[src/hdl/radial_dot_antialias_filter_macros.svh]
// Assertion macros shared by the filter RTL.
`ifndef RADIAL_DOT_ANTIALIAS_FILTER_MACROS_SVH
`define RADIAL_DOT_ANTIALIAS_FILTER_MACROS_SVH

// Same-cycle implication, clocked on clock, off during reset.
`define RDAF_ASSERT_IMPL(name, ante, cons, msg) \
   name: assert property (@(posedge clock) disable iff (reset) (ante) |-> (cons)) \
      else $error(msg);

// Next-cycle implication, clocked on clock, off during reset.
`define RDAF_ASSERT_NEXT(name, ante, cons, msg) \
   name: assert property (@(posedge clock) disable iff (reset) (ante) |=> (cons)) \
      else $error(msg);

`endif

[src/hdl/rdaf_pkg.sv]
// Shared constants, types and helpers of the radial dot antialias filter.
`default_nettype none
package rdaf_pkg;

   localparam int MAX_WIDTH_DEF  = 1024;
   localparam int MAX_RADIUS_DEF = 8;

   // Radius fields are sized for the largest supported radius (16).
   localparam int RAD_BITS    = 5;
   localparam int D2_BITS     = 10;
   localparam int TRIAL_BITS  = 12;
   localparam int TARGET_BITS = 25;

   localparam logic [1:0] REG_IMAGE_WIDTH  = 2'd0;
   localparam logic [1:0] REG_IMAGE_HEIGHT = 2'd1;
   localparam logic [1:0] REG_SOLID_RADIUS = 2'd2;
   localparam logic [1:0] REG_FADE_RADIUS  = 2'd3;

   localparam logic [10:0] WIDTH_RST  = 11'd1024;
   localparam logic [15:0] HEIGHT_RST = 16'd1024;
   localparam logic [3:0]  SOLID_RST  = 4'd1;
   localparam logic [3:0]  FADE_RST   = 4'd2;

   localparam logic [7:0] WHITE = 8'hFF;
   localparam logic [7:0] BLACK = 8'h00;

   // Weight broadcast from the generator to every cell.
   typedef struct packed {
      logic                we;
      logic [RAD_BITS-1:0] row_dist;
      logic [RAD_BITS-1:0] col_dist;
      logic [7:0]          weight;
   } wgt_wr_type;

   function automatic logic [7:0] min8(input logic [7:0] x, input logic [7:0] y);
      return (x < y) ? x : y;
   endfunction

   function automatic logic [RAD_BITS:0] abs_diff(input logic [RAD_BITS:0] x,
                                                  input logic [RAD_BITS:0] y);
      return (x >= y) ? (x - y) : (y - x);
   endfunction

endpackage
`default_nettype wire

[src/hdl/rdaf_cell.sv]
// One window column: black bits of the column, its weights and its masked minimum.
`default_nettype none
module rdaf_cell #(
   parameter int MAX_WIDTH  = 1024,
   parameter int MAX_RADIUS = 8,
   parameter int CELL_IDX   = 0,
   localparam int VW = 2 * MAX_RADIUS + 1,
   localparam int CW = $clog2(MAX_WIDTH),
   localparam int TW = $clog2(MAX_WIDTH + 2 * MAX_RADIUS + 1)
) (
   input  wire logic                          clock,
   input  wire logic                          shift_en,
   input  wire logic [VW-1:0]                 vec_in,
   input  wire logic [CW-1:0]                 col_in,
   output logic      [VW-1:0]                 vec_out,
   output logic      [CW-1:0]                 col_out,
   input  wire rdaf_pkg::wgt_wr_type          wgt_wr,
   input  wire logic [rdaf_pkg::RAD_BITS-1:0] radius,
   input  wire logic                          eval_en,
   input  wire logic [VW-1:0]                 row_mask,
   input  wire logic [TW-1:0]                 col_target,
   output logic      [7:0]                    min_out
);
   import rdaf_pkg::*;

   localparam int LV = $clog2(VW);
   localparam int NP = 1 << LV;

   logic [VW-1:0]   vec_ff;
   logic [CW-1:0]   col_ff;
   logic [7:0]      w_ff [VW];
   logic [7:0]      min_ff;

   logic [RAD_BITS:0] col_dist;
   logic              col_ok;
   logic [7:0]        tree [LV+1][NP];

   always_comb begin
      col_dist = abs_diff((RAD_BITS+1)'(CELL_IDX), {1'b0, radius});
      col_ok   = (TW'(col_ff) + TW'(CELL_IDX) == col_target)
               && ((RAD_BITS+1)'(CELL_IDX) <= {radius, 1'b0});
   end

   always_comb begin
      for (int i = 0; i < VW; i++) begin
         tree[0][i] = (vec_ff[i] && row_mask[i] && col_ok) ? w_ff[i] : WHITE;
      end
      for (int i = VW; i < NP; i++) begin
         tree[0][i] = WHITE;
      end
      for (int lv = 0; lv < LV; lv++) begin
         for (int i = 0; i < NP / 2; i++) begin
            tree[lv+1][i] = min8(tree[lv][2*i], tree[lv][2*i+1]);
         end
         for (int i = NP / 2; i < NP; i++) begin
            tree[lv+1][i] = WHITE;
         end
      end
   end

   always_ff @(posedge clock) begin
      if (shift_en) begin
         vec_ff <= vec_in;
         col_ff <= col_in;
      end
      if (eval_en) begin
         min_ff <= tree[LV][0];
      end
      if (wgt_wr.we && {1'b0, wgt_wr.col_dist} == col_dist) begin
         for (int k = 0; k < VW; k++) begin
            if (abs_diff((RAD_BITS+1)'(k), {1'b0, radius}) == {1'b0, wgt_wr.row_dist}) begin
               w_ff[k] <= wgt_wr.weight;
            end
         end
      end
   end

   assign vec_out = vec_ff;
   assign col_out = col_ff;
   assign min_out = min_ff;
endmodule
`default_nettype wire

[config.mk]
export PLATFORM = sky130hd
export DESIGN_NAME = rdaf_cell
export DESIGN_NICKNAME = d
export VERILOG_FILES = /design/src/hdl/radial_dot_antialias_filter_macros.svh /design/src/hdl/rdaf_pkg.sv /design/src/hdl/rdaf_cell.sv
export SDC_FILE = /design/constraint.sdc
export NUM_CORES = 1
export LEC_CHECK = 0
export CORE_ASPECT_RATIO = 0.6
export CORE_UTILIZATION = 59
export DETAILED_ROUTE_END_ITERATION = 6
export DONT_BUFFER_PORTS = 1
export HOLD_SLACK_MARGIN = 0.15
export PLACE_DENSITY = 0.78
export SLEW_MARGIN = 20
export SYNTH_ARGS = -nofsm -noshare
export SYNTH_HDL_FRONTEND = slang
export SYNTH_SLANG_ARGS = --single-unit
[constraint.sdc]
create_clock -name clock -period 11.4 [get_ports clock]
set_input_delay 1.71 -clock clock [delete_from_list [all_inputs] [get_ports clock]]
set_output_delay 1.71 -clock clock [all_outputs]
set_load 0.005 [all_outputs]
* Word-level counts from Yosys, hierarchy flattened
Memories as Yosys holds them, arrays and structs flattened.
Index checks and enable logic that the tools add are counted.
** Cells by class
- Equality and inequality tests :: 19
- Muxes and demuxes :: 129
- Reduce and logical (&&, ||, !) cells :: 44
- Magnitude comparators :: 38
- Add/subtract/negate cells :: 33
** Operators by type and width (count)
- $mux W8 :: 45
- $lt A8 B8 Y1 :: 16
- $eq A6 B5 Y1 :: 17
- $mux W6 :: 17
- $reduce_or A8 Y1 :: 8
- $mux W1 :: 59
- $sub A4 B5 Y6 const A :: 8
- $sub A5 B4 Y6 const B :: 8
- $ge A4 B5 Y1 const A :: 8
- $mux W5 :: 8
- $logic_and A1 B1 Y1 :: 36
- $lt A8 B8 Y1 const B :: 4
- $sub A3 B5 Y6 const A :: 4
- $sub A5 B3 Y6 const B :: 4
- $ge A3 B5 Y1 const A :: 4
- $sub A1 B5 Y6 const A :: 2
- $sub A2 B5 Y6 const A :: 2
- $sub A5 B2 Y6 const B :: 2
- $eq A10 B11 Y1 :: 1
- $ge A1 B5 Y1 const A :: 2
- $ge A2 B5 Y1 const A :: 2
- $eq A5 B6 Y1 :: 1
- $le A1 B6 Y1 const A :: 1
- $sub A5 B1 Y6 const B :: 1
- other kinds (3) :: 3
** Word-level totals
- Bits of input ports :: 82
- Word-level logic and storage cells :: 267
- Output and inout bits :: 35
- RAM bits :: 136
- Memories kept :: 1
- Flip-flop bits (word level) :: 35
** Memories
- w_ff :: depth 17, bits a word 8, rd ports 17, clocked after memory_dff 0, wr ports 9, line rdaf_cell.sv:31 : logic [7:0] w_ff [VW];

* Longest topological paths before layout
- Word-level depth :: 14
- Gate-level depth with buffers :: 60
- Depth with buffers taken out :: 51

* Worst setup path before layout
Ideal clock, no wire load.
- Path type :: input-to-reg
- Start point :: in radius[4] in the netlist's numbering
- End point :: reg min_ff[0], in the netlist min_out[0] (data pin)
- Stages :: 57
- Path slack :: -0.921 ns
- Required time :: 11.132 ns
- Path buffers :: 9
- Setup time :: 0.268 ns
- Data arrival time :: 12.053 ns
- Cell sequence :: clkbuf_1 -> inv_1 -> clkbuf_1 -> ha_1 -> clkbuf_1 -> nand2_1 -> o21ai_2 -> buf_2 -> nor2_1 -> clkbuf_1 -> nand3_1 -> clkbuf_1 -> nor2_1 -> ha_1 -> a21o_1 -> a211o_1 -> nand2b_1 -> a21oi_1 -> [21 not listed] -> buf_2 -> mux2i_1 -> ha_1 -> a21o_1 -> a21o_1 -> a21o_1 -> a311o_1 -> o21ai_4 -> mux2i_1 -> inv_1 -> ha_1 -> a21o_1 -> a21oi_1 -> nor2_1 -> nor2_1 -> nand2_1 -> a21oi_4 -> mux2i_1
** RTL lines
- start, declared :: line rdaf_cell.sv:18 : input wire logic [rdaf_pkg::RAD_BITS-1:0] radius,
- end signal, assigned :: line rdaf_cell.sv:67 : min_ff <= tree[LV][0];
- end, declared :: line rdaf_cell.sv:32 : logic [7:0] min_ff;

==> flow_summary.toml <==
[outcome]
status = "finished, final reports clean"

[synthesis]
synth_mux_area_share_pct = 5.78
ys_warn_count = 0
yosysUniqueCellTypes = 89
post_synth.cell_area_avg_um2 = 9.36
synth_edf_count = 171
synth-async-reset-ratio_pct = 0
synth_xor_area_share_pct = 5.27
synthesis.instances = 1438
ys_seq_area_share_pct = 38.1
yosys.area_share.simple_pct = 17.4
synth-compound-area-share_pct = 18.0
ys.flop_type = "edfxtp_1"
ys_ff_latch = 171
synth_top_family_by_area = "compound AO/OA/AOI/OAI gates"
syn_nets = 1638
synthAdderAreaFrac_pct = 11.3
synth_area_um2 = 13500

[finish]
area_growth_pct = 15.7
final_cell_mix = "edfxtp_1, nor2_1, ha_1"
final_nets = 1720
multi_input_area_um2 = 8190
final_common_cell = "edfxtp_1"
drive_above_1_share_pct = 18.2
seqCellArea_um2 = 5130
fin_util_pct = 70.0
fill_cells = 1661
diodes = 0
stdcell_count = 1841

[clocking]
clock_sinks = 171
cts.clk_slew.worst_paths_ns = 0.07
cts_max_path_buffers = 2
worstSkewPairLatency_ns = 0.46
root_buffer = "clkbuf_16"
cts-hold-fix-buffers = 0
cts_buffers = 17
htree_levels = 4
cts_tree = "built"

[sta]
max_slew.worst_pin.slew_ns = 0.916
slew_headroom_pct = 38.6
fmax_mhz = 90.4
setup_viol = 0
period_needed_ns = 11.07
drv_slew = 0
worst_slack_ns = 0.334
finalHoldViolCount = 0
finalClockSkew_ns = 0.00838
fin_crit_sh_pct = 97.1

[drt]
routed_wl_um = 42600
via_per_inst = 6.61
via_count = 12200
ant_nets = 0
firstDrtPassIters = 6
avgRoutedWirePerCell_um = 23.1
drc = 0
drtIter0Drc = 1807

[power_and_ir_drop]
p_total_mw = 1.46
vdd_drop_max_v = 0.000107
p_per_area_nw_per_um2 = 94.1
leakagePower_nw = 6.04

[floorplanning]
ios = 117
die_w_um = 197
initial_utilization_pct = 60.6
core_area_um2 = 22200
die_area_um2 = 23400
die_h_um = 119
num_rows = 42

[global_routing]
antenna_found_initial = 0
grt_overflow = 0
track_usage_pct = 36.4
grt_start_max_net_pins = 28
grt_pass1_vias = 11000
grt_pass1_wl_um = 63300

[setup_path]
rrSetupSlack_ns = 1.11
critPathArrivalTime_ns = 11.35
crit_fanout = 14
path_common_cell = "a21o_1"
crit_slowest_cell = "or4_4"
cp_slowest_stage_delay_ns = 0.48
cp-start-kind = "primary input"
critPathCaptureType = "flip-flop"
critPathKind = "in2reg"
required_ns = 11.69

[place]
gp_congestion = 1.03
dp.cells = 1794
dp_hpwl_um = 31400
numPortBuffers = 0
post-place-ws_ns = -0.380

[flow_run]
cap_violations = 0

[min_path]
hold_path.class = "reg2reg"
[critical path: cells and delay by family]
kind,cells,cell delay (ns)
compound gates,23,4.49
xor+xnor,1,0.17
fa+ha+maj,5,1.50
buf+inv,4,0.57
mux,3,0.74
simple gates,11,2.13
[final timing paths]
kind                              endpoint  cells past startpoint          start
worst max-delay path            min_out[2]                     47  col_target[2]
worst min-delay path            min_out[1]                      2   w_ff[0][129]
worst max register to register  min_out[2]                     47     col_out[2]
worst min register to register  min_out[1]                      2   w_ff[0][129]
[sequential cells by signal, summed over array words and instances, names as in the netlist]
| name | cells |
|---|---|
| col_out | 10 |
| min_out | 8 |
| vec_out | 17 |
| w_ff | 136 |
[power by group]
group / switching, mW / total, mW / internal [mW]
clock network: 0.267 / 0.572 / 0.305
logic: 0.110 / 0.182 / 0.0717
registers: 0.00900 / 0.711 / 0.702
total: 0.386 / 1.46 / 1.08
[Yosys cell counts (9+ instances only)]
| master | n | area [um^2] |
|---|---|---|
| a211oi_1 | 13 | 97.6 |
| a21o_1 | 30 | 225 |
| a21oi_1 | 112 | 561 |
| a31oi_1 | 14 | 87.6 |
| and2_1 | 10 | 62.6 |
| buf_2 | 9 | 45.0 |
| clkbuf_1 | 41 | 154 |
| edfxtp_1 | 171 | 5130 |
| ha_1 | 118 | 1480 |
| inv_1 | 84 | 315 |
| mux2_2 | 13 | 146 |
| mux2i_1 | 58 | 581 |
| nand2_1 | 96 | 360 |
| nand2b_1 | 27 | 169 |
| nand3_1 | 26 | 130 |
| nand4_1 | 22 | 138 |
| nor2_1 | 166 | 623 |
| nor2b_1 | 13 | 81.3 |
| nor3_1 | 49 | 245 |
| nor4_1 | 10 | 62.6 |
| o21a_1 | 14 | 105 |
| o21ai_0 | 61 | 305 |
| or2_2 | 22 | 138 |
| or3_1 | 9 | 56.3 |
| xnor2_1 | 49 | 429 |
| xor2_1 | 32 | 280 |
[area by class of cell]
cell class	count	area share [%]
multi-input cells	1123	52.6
clock buffers	17	2.73
inverters	86	2.07
repair buffers	121	6.24
clock inverters	15	0.924
well taps	308	2.48
flip-flops and latches	171	33.0
[repair_timing]
item | 4_1_cts | 5_1_grt
setup endpoints to repair | 1 | 8
pin swaps | 0 | 12
buffers inserted | 0 | 14
resized for setup | 1 | 66
[stage by stage]
step / area [um^2] / setup TNS, ns / hold WS (ns)
after floorplan: 13600 / 0 / 0.570
after global placement: 14600 / 0 / 0.587
after detailed placement: 14600 / -2.77 / 0.597
after CTS: 15200 / 0 / 0.610
after global routing: 15600 / -0.476 / 0.636
final: 15600 / 0 / 0.631
[routing by layer]
metal,vias up,global-route usage (%),part of all wire (%)
met3,66,10.7,14
met1,5759,57.1,45
met2,841,47.4,38
li1,5499,-,-
met5,-,4.14,0.29
met4,4,8.82,1.7
[logic make-up (layout without fill, tap and decap cells)]
group / after synthesis / in the layout
muxes: 75 / 75
adders and majority gates: 122 / 122
xor gates and xnor gates: 81 / 81
and+or+nand+nor: 481 / 481
buffers and inverters: 144 / 239
AOI/OAI and AO/OA: 364 / 364
DFF: 171 / 171
Note: power is estimated with default switching activity, not from simulation.
