--- src/hdl/radial_dot_antialias_filter_macros.svh ---
// Assertion macros shared by the filter RTL.
`ifndef RADIAL_DOT_ANTIALIAS_FILTER_MACROS_SVH
`define RADIAL_DOT_ANTIALIAS_FILTER_MACROS_SVH

// Same-cycle implication, clocked on clock, off during reset.
`define RDAF_ASSERT_IMPL(name, ante, cons, msg) \
   name: assert property (@(posedge clock) disable iff (reset) (ante) |-> (cons)) \
      else $error(msg);

// Next-cycle implication, clocked on clock, off during reset.
`define RDAF_ASSERT_NEXT(name, ante, cons, msg) \
   name: assert property (@(posedge clock) disable iff (reset) (ante) |=> (cons)) \
      else $error(msg);

`endif

--- src/hdl/rdaf_pkg.sv ---
// Shared constants, types and helpers of the radial dot antialias filter.
`default_nettype none
package rdaf_pkg;

   localparam int MAX_WIDTH_DEF  = 1024;
   localparam int MAX_RADIUS_DEF = 8;

   // Radius fields are sized for the largest supported radius (16).
   localparam int RAD_BITS    = 5;
   localparam int D2_BITS     = 10;
   localparam int TRIAL_BITS  = 12;
   localparam int TARGET_BITS = 25;

   localparam logic [1:0] REG_IMAGE_WIDTH  = 2'd0;
   localparam logic [1:0] REG_IMAGE_HEIGHT = 2'd1;
   localparam logic [1:0] REG_SOLID_RADIUS = 2'd2;
   localparam logic [1:0] REG_FADE_RADIUS  = 2'd3;

   localparam logic [10:0] WIDTH_RST  = 11'd1024;
   localparam logic [15:0] HEIGHT_RST = 16'd1024;
   localparam logic [3:0]  SOLID_RST  = 4'd1;
   localparam logic [3:0]  FADE_RST   = 4'd2;

   localparam logic [7:0] WHITE = 8'hFF;
   localparam logic [7:0] BLACK = 8'h00;

   // Weight broadcast from the generator to every cell.
   typedef struct packed {
      logic                we;
      logic [RAD_BITS-1:0] row_dist;
      logic [RAD_BITS-1:0] col_dist;
      logic [7:0]          weight;
   } wgt_wr_type;

   function automatic logic [7:0] min8(input logic [7:0] x, input logic [7:0] y);
      return (x < y) ? x : y;
   endfunction

   function automatic logic [RAD_BITS:0] abs_diff(input logic [RAD_BITS:0] x,
                                                  input logic [RAD_BITS:0] y);
      return (x >= y) ? (x - y) : (y - x);
   endfunction

endpackage
`default_nettype wire

--- src/hdl/rdaf_weight_gen.sv ---
// Builds the offset weight table one entry at a time and broadcasts it to the cells.
`default_nettype none
module rdaf_weight_gen #(
   parameter int MAX_RADIUS = 8
) (
   input  wire logic                         clock,
   input  wire logic                         reset,
   input  wire logic                         start,
   input  wire logic [rdaf_pkg::RAD_BITS-1:0] solid_radius,
   input  wire logic [rdaf_pkg::RAD_BITS-1:0] fade_radius,
   output rdaf_pkg::wgt_wr_type              wgt_wr,
   output logic                              done
);
   import rdaf_pkg::*;

   typedef enum logic [2:0] {G_IDLE, G_INIT, G_TRIAL, G_TEST, G_WRITE} gen_state_type;

   localparam logic [RAD_BITS-1:0] LAST_IDX = RAD_BITS'(MAX_RADIUS);

   gen_state_type           state_ff;
   logic [RAD_BITS-1:0]     a_ff, b_ff;
   logic [2:0]              bit_ff;
   logic [7:0]              cur_ff;
   logic [TRIAL_BITS-1:0]   t_ff;
   logic [TARGET_BITS-1:0]  target_ff;
   wgt_wr_type              wr_ff;
   logic                    done_ff;

   logic [D2_BITS-1:0]      d2_in;
   logic [D2_BITS-1:0]      fr2_in, ff2_in;
   logic [RAD_BITS-1:0]     span_in;
   logic [7:0]              trial_in;

   always_comb begin
      d2_in    = D2_BITS'(32'(a_ff) * 32'(a_ff) + 32'(b_ff) * 32'(b_ff));
      fr2_in   = D2_BITS'(32'(solid_radius) * 32'(solid_radius));
      ff2_in   = D2_BITS'(32'(fade_radius) * 32'(fade_radius));
      span_in  = fade_radius - solid_radius;
      trial_in = cur_ff | (8'd1 << bit_ff);
   end

   always_ff @(posedge clock) begin
      if (reset) begin
         state_ff <= G_IDLE;
         wr_ff    <= '0;
         done_ff  <= 1'b0;
         a_ff     <= '0;
         b_ff     <= '0;
      end else begin
         wr_ff.we <= 1'b0;
         done_ff  <= 1'b0;
         case (state_ff)
            G_IDLE: begin
               if (start) begin
                  a_ff     <= '0;
                  b_ff     <= '0;
                  state_ff <= G_INIT;
               end
            end
            G_INIT: begin
               target_ff <= TARGET_BITS'(32'd65025 * 32'(d2_in));
               cur_ff    <= BLACK;
               bit_ff    <= 3'd7;
               if (d2_in <= fr2_in) begin
                  state_ff <= G_WRITE;
               end else if (fade_radius <= solid_radius || d2_in > ff2_in) begin
                  cur_ff   <= WHITE;
                  state_ff <= G_WRITE;
               end else begin
                  state_ff <= G_TRIAL;
               end
            end
            G_TRIAL: begin
               t_ff     <= TRIAL_BITS'(32'(trial_in) * 32'(span_in)
                                       + 32'd255 * 32'(solid_radius));
               state_ff <= G_TEST;
            end
            G_TEST: begin
               if (TARGET_BITS'(32'(t_ff) * 32'(t_ff)) <= target_ff) begin
                  cur_ff <= trial_in;
               end
               if (bit_ff == 3'd0) begin
                  state_ff <= G_WRITE;
               end else begin
                  bit_ff   <= bit_ff - 3'd1;
                  state_ff <= G_TRIAL;
               end
            end
            G_WRITE: begin
               wr_ff.we       <= 1'b1;
               wr_ff.row_dist <= a_ff;
               wr_ff.col_dist <= b_ff;
               wr_ff.weight   <= cur_ff;
               state_ff       <= G_INIT;
               if (b_ff == LAST_IDX) begin
                  b_ff <= '0;
                  if (a_ff == LAST_IDX) begin
                     done_ff  <= 1'b1;
                     state_ff <= G_IDLE;
                  end else begin
                     a_ff <= a_ff + 1'b1;
                  end
               end else begin
                  b_ff <= b_ff + 1'b1;
               end
            end
            default: state_ff <= G_IDLE;
         endcase
      end
   end

   assign wgt_wr = wr_ff;
   assign done   = done_ff;
endmodule
`default_nettype wire

--- config.mk ---
export PLATFORM = sky130hd
export DESIGN_NAME = rdaf_weight_gen
export DESIGN_NICKNAME = d
export VERILOG_FILES = /design/src/hdl/radial_dot_antialias_filter_macros.svh /design/src/hdl/rdaf_pkg.sv /design/src/hdl/rdaf_weight_gen.sv
export SDC_FILE = /design/constraint.sdc
export NUM_CORES = 1
export LEC_CHECK = 0
export BUFFER_PORTS_ARGS = -buffer_cell sky130_fd_sc_hd__buf_2
export CORE_MARGIN = 2
export CORE_UTILIZATION = 35
export CTS_CLUSTER_SIZE = 28
export DETAILED_ROUTE_END_ITERATION = 6
export PLACE_DENSITY = 0.51
export SLEW_MARGIN = 15
export SYNTH_ARGS = -nofsm -noshare
export SYNTH_HDL_FRONTEND = slang
export SYNTH_SLANG_ARGS = --single-unit
--- constraint.sdc ---
create_clock -name clock -period 14.9 [get_ports clock]
set_input_delay 0.745 -clock clock [delete_from_list [all_inputs] [get_ports clock]]
set_output_delay 0.745 -clock clock [all_outputs]
set_load 0.01 [all_outputs]
Word level (Yosys, flattened, before mapping)
Index checks and enable logic that the tools add are counted.

Memories kept: 0. Memory bits (writable): 0. Register bits: 81. Output and inout port bits: 20. Input port bits: 13. Word-level logic and storage cells: 79. Bits in latches: 0. Bits in read-only memories: 0.

$lt $le $gt $ge: 4. Bitwise logic cells: 4. Muxes and demuxes: 21. Add/subtract/negate cells: 6. Divide/modulo/power cells: 0. Multipliers: 8. Shift operators: 1. Eq/ne operators: 11. Reduce and logical (&&, ||, !) cells: 12.

Operator list (number): $mul A5 B5 Y10 (4); $le A24 B25 Y1 (1); $mul A16 B10 Y25 const A (1); $mul A12 B12 Y24 (1); $mux W8 (3); $mux W5 (4); $pmux W5 S2 (2); $mux W19 (1); $pmux W8 S2 (1); $mux W3 (5); $pmux W3 S5 (1); $add A12 B12 Y12 (1); $mul A8 B5 Y12 (1); $mul A8 B5 Y12 const A (1); $add A10 B10 Y10 (1); $add A5 B1 Y5 const B (2); $eq A5 B4 Y1 const B (2); $gt A10 B10 Y1 (1); $le A10 B10 Y1 (1); $ne A2 B2 Y1 const B (5); $or A8 B8 Y8 (1); $shl A1 B3 Y8 const A (1); $eq A3 B2 Y1 const B (2); $logic_not A3 Y1 (2); other kinds (14) (22).

Longest topological paths before layout
Depth after elaboration: 7. Gate-level depth with buffers: 32. Gate-level depth less buffers: 31.

Worst setup path before layout
OpenSTA, ideal clock, no wires.

Path kind: register to register. Start: register b_ff[3]. End: register target_ff[24], data pin. Buffers on the path: 1. Library setup time: 260 ps. Clock period less this slack: 8754 ps. Cell stages (with the launch flop): 30. Data arrival time: 8495 ps. Path slack: 6146 ps. Cell sequence: dfxtp_1 > clkbuf_1 > nand2_1 > inv_1 > fa_1 > fa_1 > inv_1 > fa_1 > inv_1 > fa_1 > fa_1 > ha_1 > a21oi_1 > o21bai_1 > a2111oi_0 > or3_1 > xor2_1 > fa_1 > fa_1 > inv_1 > fa_1 > fa_1 > ha_1 > ha_1 > a21o_1 > a2111o_1 > a31oi_1 > o31ai_1 > a21oi_1 > xnor2_1.

Word-level cells in the longest chain between the ends: 3.

Ends and longest elaborated chain: start, declared (RTL line rdaf_weight_gen.sv:21) `logic [RAD_BITS-1:0] a_ff, b_ff;`; start signal, assigned (RTL line rdaf_weight_gen.sv:104) `b_ff <= b_ff + 1'b1;`; $mul A5 B5 Y10 (RTL line rdaf_weight_gen.sv:35) `d2_in = D2_BITS'(32'(a_ff) * 32'(a_ff) + 32'(b_ff) * 32'(b_ff));`; $add A10 B10 Y10 (RTL line rdaf_weight_gen.sv:35); $mul A16 B10 Y25 (RTL line rdaf_weight_gen.sv:61) `target_ff <= TARGET_BITS'(32'd65025 * 32'(d2_in));`; end signal, assigned (RTL line rdaf_weight_gen.sv:61); end, declared (RTL line rdaf_weight_gen.sv:25) `logic [TARGET_BITS-1:0] target_ff;`.

Every way passes these cells. A chain may end at the register's enable or synchronous reset.

Final worst setup path
Start: register b_ff[3]. End: register target_ff[24], data pin.

Word-level cells in the longest chain between the ends: 3.

Ends and longest elaborated chain: $mul A5 B5 Y10 (RTL line rdaf_weight_gen.sv:35); $add A10 B10 Y10 (RTL line rdaf_weight_gen.sv:35); via d2_in[7] (RTL line rdaf_weight_gen.sv:29) `logic [D2_BITS-1:0] d2_in;`; $mul A16 B10 Y25 (RTL line rdaf_weight_gen.sv:61).

The timed path passes the listed nets, and every way through them passes these cells.

==> results.env <==
OUTCOME='completed'
LAYOUT-AREA-OVERHEAD-VS-SYNTH_PCT=7.26
SYNTH_CELLS=1535
GRT_MAX_DEGREE=35
CTS_INSERTED_BUFFERS=9
POST_CTS_SETUP_BUFFER_COUNT=0
GRT_ANTENNA_BEFORE_REPAIR=3
DRIVE_GT1_SHARE_PCT=4.72
SHARE_CLK_OF_TOTAL_POWER_PCT=18.2
PORT_BUFFERS=32
WORST_SUPPLY_VOLTAGE_DROP_ON_VDD_uV=163
ANT_NETS=0
TIMING.FINAL.CRIT_PERIOD_PS=9180
AVGSYNTHCELLAREA_UM2=9.18
CTS_BUFFER_DEPTH=2
SYNTH_TOP_FLOP_CELL='edfxtp_1'
SETUP.WORST_PATH.START_CLASS='flip-flop'
FINAL_CELL_COUNT_NO_FILL=2072
CRITICAL_PATH.MAX_STAGE_DELAY_PS=630
FINAL-HOLD-VIOLATION-COUNT=0
CTS.ROOT.BUFFER_CELL='clkbuf_16'
SEQPWRFRAC_PCT=21.5
CTS.REPORTEDPATHS.CLKPINSLEW_PS=60
POST_SYNTH_MOST_FREQUENT_CELLS='301 x inv_1, 238 x ha_1, 179 x fa_1, 112 x nand2_1, 87 x nor2_1'
WL_PER_CELL_UM=14.6
POST_SYNTH_NUM_CELL_TYPES=68
PLACE_INST=2056
PIN_COUNT=33
SYNTH-EDFF-COUNT=48
UTILIZATION_PCT=38.1
MIN-DELAY-PATH-CLASS='flip-flop to flip-flop'
FIN_WORST_HOLD_SLACK_PS=456
ANTENNADIODECOUNT=0
PERIOD_SHARE_PCT=61.6
VIA_PER_INST=4.80
DR.PASS1.ITERS=5
RSZ0062_AT_GRT='no'
FINISH.NET_COUNT=1972
SEQ_AREA_FRAC_SYNTH_PCT=14.9
POSTSYNTHREGISTERBITS=81
SYNTH.AREA.TOP_CELLS='fa_1 25%, ha_1 21%, edfxtp_1 10%, inv_1 8.0%, dfxtp_1 4.7%'
GRT_FIRST_PASS_WIRELENGTH_UM=51600
SYNTHDOMINANTCELLAREASHARE_PCT=25.4
SYN_AREA_MM2=0.0141
RELSLEWSLACK_PCT=41.6
START_UTIL_PCT=35.5
SYNTHDOMINANTAREACELLTYPE='fa_1'
TIMING_MAX_TRANSITION_VIOLATIONS_FINAL=0
POSTROUTEWIRELENGTH_UM=30200
TOTAL_GRT_OVERFLOW=0
SLOWEST_STAGE='xnor2_1'
MAX_CAP_VIOLATIONS=0
CRITICAL_PATH.MAX_FANOUT=11
TRITONCTS_NUM_SINKS=81
POWER_LEAKAGE_uW=0.00776
FP-ROW-COUNT=73
MAX_CLOCK_FREQ_MHz=109
SYNTH_NETS=1965
POSTSYNTH.ASYNCRESETSHARE_PCT=0
TIMING_WORST_SLEW_PIN_VALUE_PS=874
COMB_POWER_SHARE_PCT=60.3
POST_CTS_RESIZED=0
SIGNAL_ARRIVAL_TIME_AT_THE_WORST_ENDPOINT_PS=9290
FP.DIEW_UM=205
DESIGN.DIE.AREA_MM2=0.0419
DETAILED_PLACE.AREA_MM2=0.0148
MAXIMUM_LEVEL_OF_THE_CTS_H_TREE=3
GPL.FINAL_WEIGHTED_CONGESTION=0.802
FINAL_SKEW_PS=16.1
FINAL_DESIGN_AREA_NO_FILL_MM2=0.0151
CTS-HOLD-FIX-BUFFERS=0
TIMING.CRITICAL_PATH.TO_TYPE='flip-flop'
SWITCHINGPOWER_uW=550
SETUP_VIOLATIONS=0
CORE_FOOTPRINT_MM2=0.0397
CLKLATENCYLATEPIN_PS=360
PWR_DENSITY_CELL_mW_PER_MM2=89.7
GRT_PASS1_VIAS=10318
INTERNAL-POWER_uW=807
DIE_HEIGHT_UM=205
ROUTE.DETAILED.DRC=0
CRITICAL-PATH-TOP-CELL-BY-COUNT='fa_1'
SYNTH_MOST_COMMON_CELL='inv_1'
TRITONCTS='yes'
SYNTH-WARNING-COUNT=0
SWITCHING_SHARE_PCT=40.5
VIAS=9936
PLACE_HPWL_UM=25600
NUMBER_OF_DESIGN_RULE_VIOLATIONS_LEFT_BY_THE_FIRST_DETAILED_ROUTER_ITERATION=420
FIN_SETUP_TNS_PS=0
TRACK_USAGE_PCT=15.4
CRIT_REQUIRED_PS=15000
CRITICALPATHCATEGORY='flip-flop to flip-flop'
## logic make-up after synthesis
group           Yosys count  share of synthesized area, %
mux                       7                         0.524
compound gates          242                          10.9
flops                    81                          14.9
simple gates            366                          12.9
fa+ha+maj               417                          46.5
buf+inv                 339                          9.12
xor+xnor                 83                          5.16
## layer usage
metal | GRT usage [%] | wire length [um] | up-vias
met3 | 1.85 | 741 | 32
li1 | - | - | 4991
met4 | 3.52 | 439 | 4
met2 | 25.8 | 14200 | 120
met1 | 21.2 | 14800 | 4789
met5 | 0 | 14 | -
## through the flow
stage / setup WS [ps] / power, uW
after floorplan: 6150 / 947
after CTS: 5610 / 1380
final: 5720 / 1360
after global routing: 5100 / 1510
after global placement: 5840 / 1120
after detailed placement: 5680 / 1120
## cell type report
type,instances,area [um2]
clock buffer,13,303
multi-input combinational,1115,10700
tap,525,657
clock inverter,3,25.0
fill,4035,24600
timing repair buffer,34,175
sequential,81,2100
inverter,301,1130
## power by group through the flow
stage | clock [uW] | combinational (uW) | sequential, uW
floorplan | 0 | 651 | 296
global placement | 0 | 822 | 297
detailed placement | 0 | 821 | 297
CTS | 255 | 830 | 292
global route | 262 | 955 | 293
finish | 246 | 818 | 292
## placed cells by master, fill, tap and decap left out, types with 28 or more instances in the layout
master	n
nor2_1	86
o21ai_0	48
dfxtp_1	33
nand2_1	112
buf_2	32
fa_1	179
inv_1	301
xnor2_1	55
and2_1	64
xor2_1	28
ha_1	238
a21oi_1	86
a21o_1	32
edfxtp_1	48
## flip-flops by register name, summed over array words and instances, names as in the netlist
| register | cells |
|---|---|
| a_ff | 5 |
| b_ff | 5 |
| done | 1 |
| state_ff | 3 |
| bit_ff | 3 |
| cur_ff | 8 |
| wgt_wr | 19 |
| t_ff | 12 |
| target_ff | 25 |
## final timing paths
kind	startpoint	endpoint	slack [ps]	cells past startpoint
setup / recovery	b_ff[3]$_SDFFE_PP0P_	target_ff[24]$_DFFE_PP_	5720	28
hold reg to reg	wgt_wr[9]$_SDFFE_PP0P_	wgt_wr[9]$_SDFFE_PP0P_	460	2
hold / removal	wgt_wr[9]$_SDFFE_PP0P_	wgt_wr[9]$_SDFFE_PP0P_	460	2
setup reg to reg	b_ff[3]$_SDFFE_PP0P_	target_ff[24]$_DFFE_PP_	5720	28
## critical path, delay by kind of cell (launching register included)
family                     cells  cell delay (ps)
adders and majority gates     12             5650
AOI/OAI and AO/OA              8             1480
xor gates and xnor gates       2              700
DFF                            1              520
buffers and inverters          5              410
and+or+nand+nor                1              160
No activity file was read; power rests on OpenSTA's default activity.
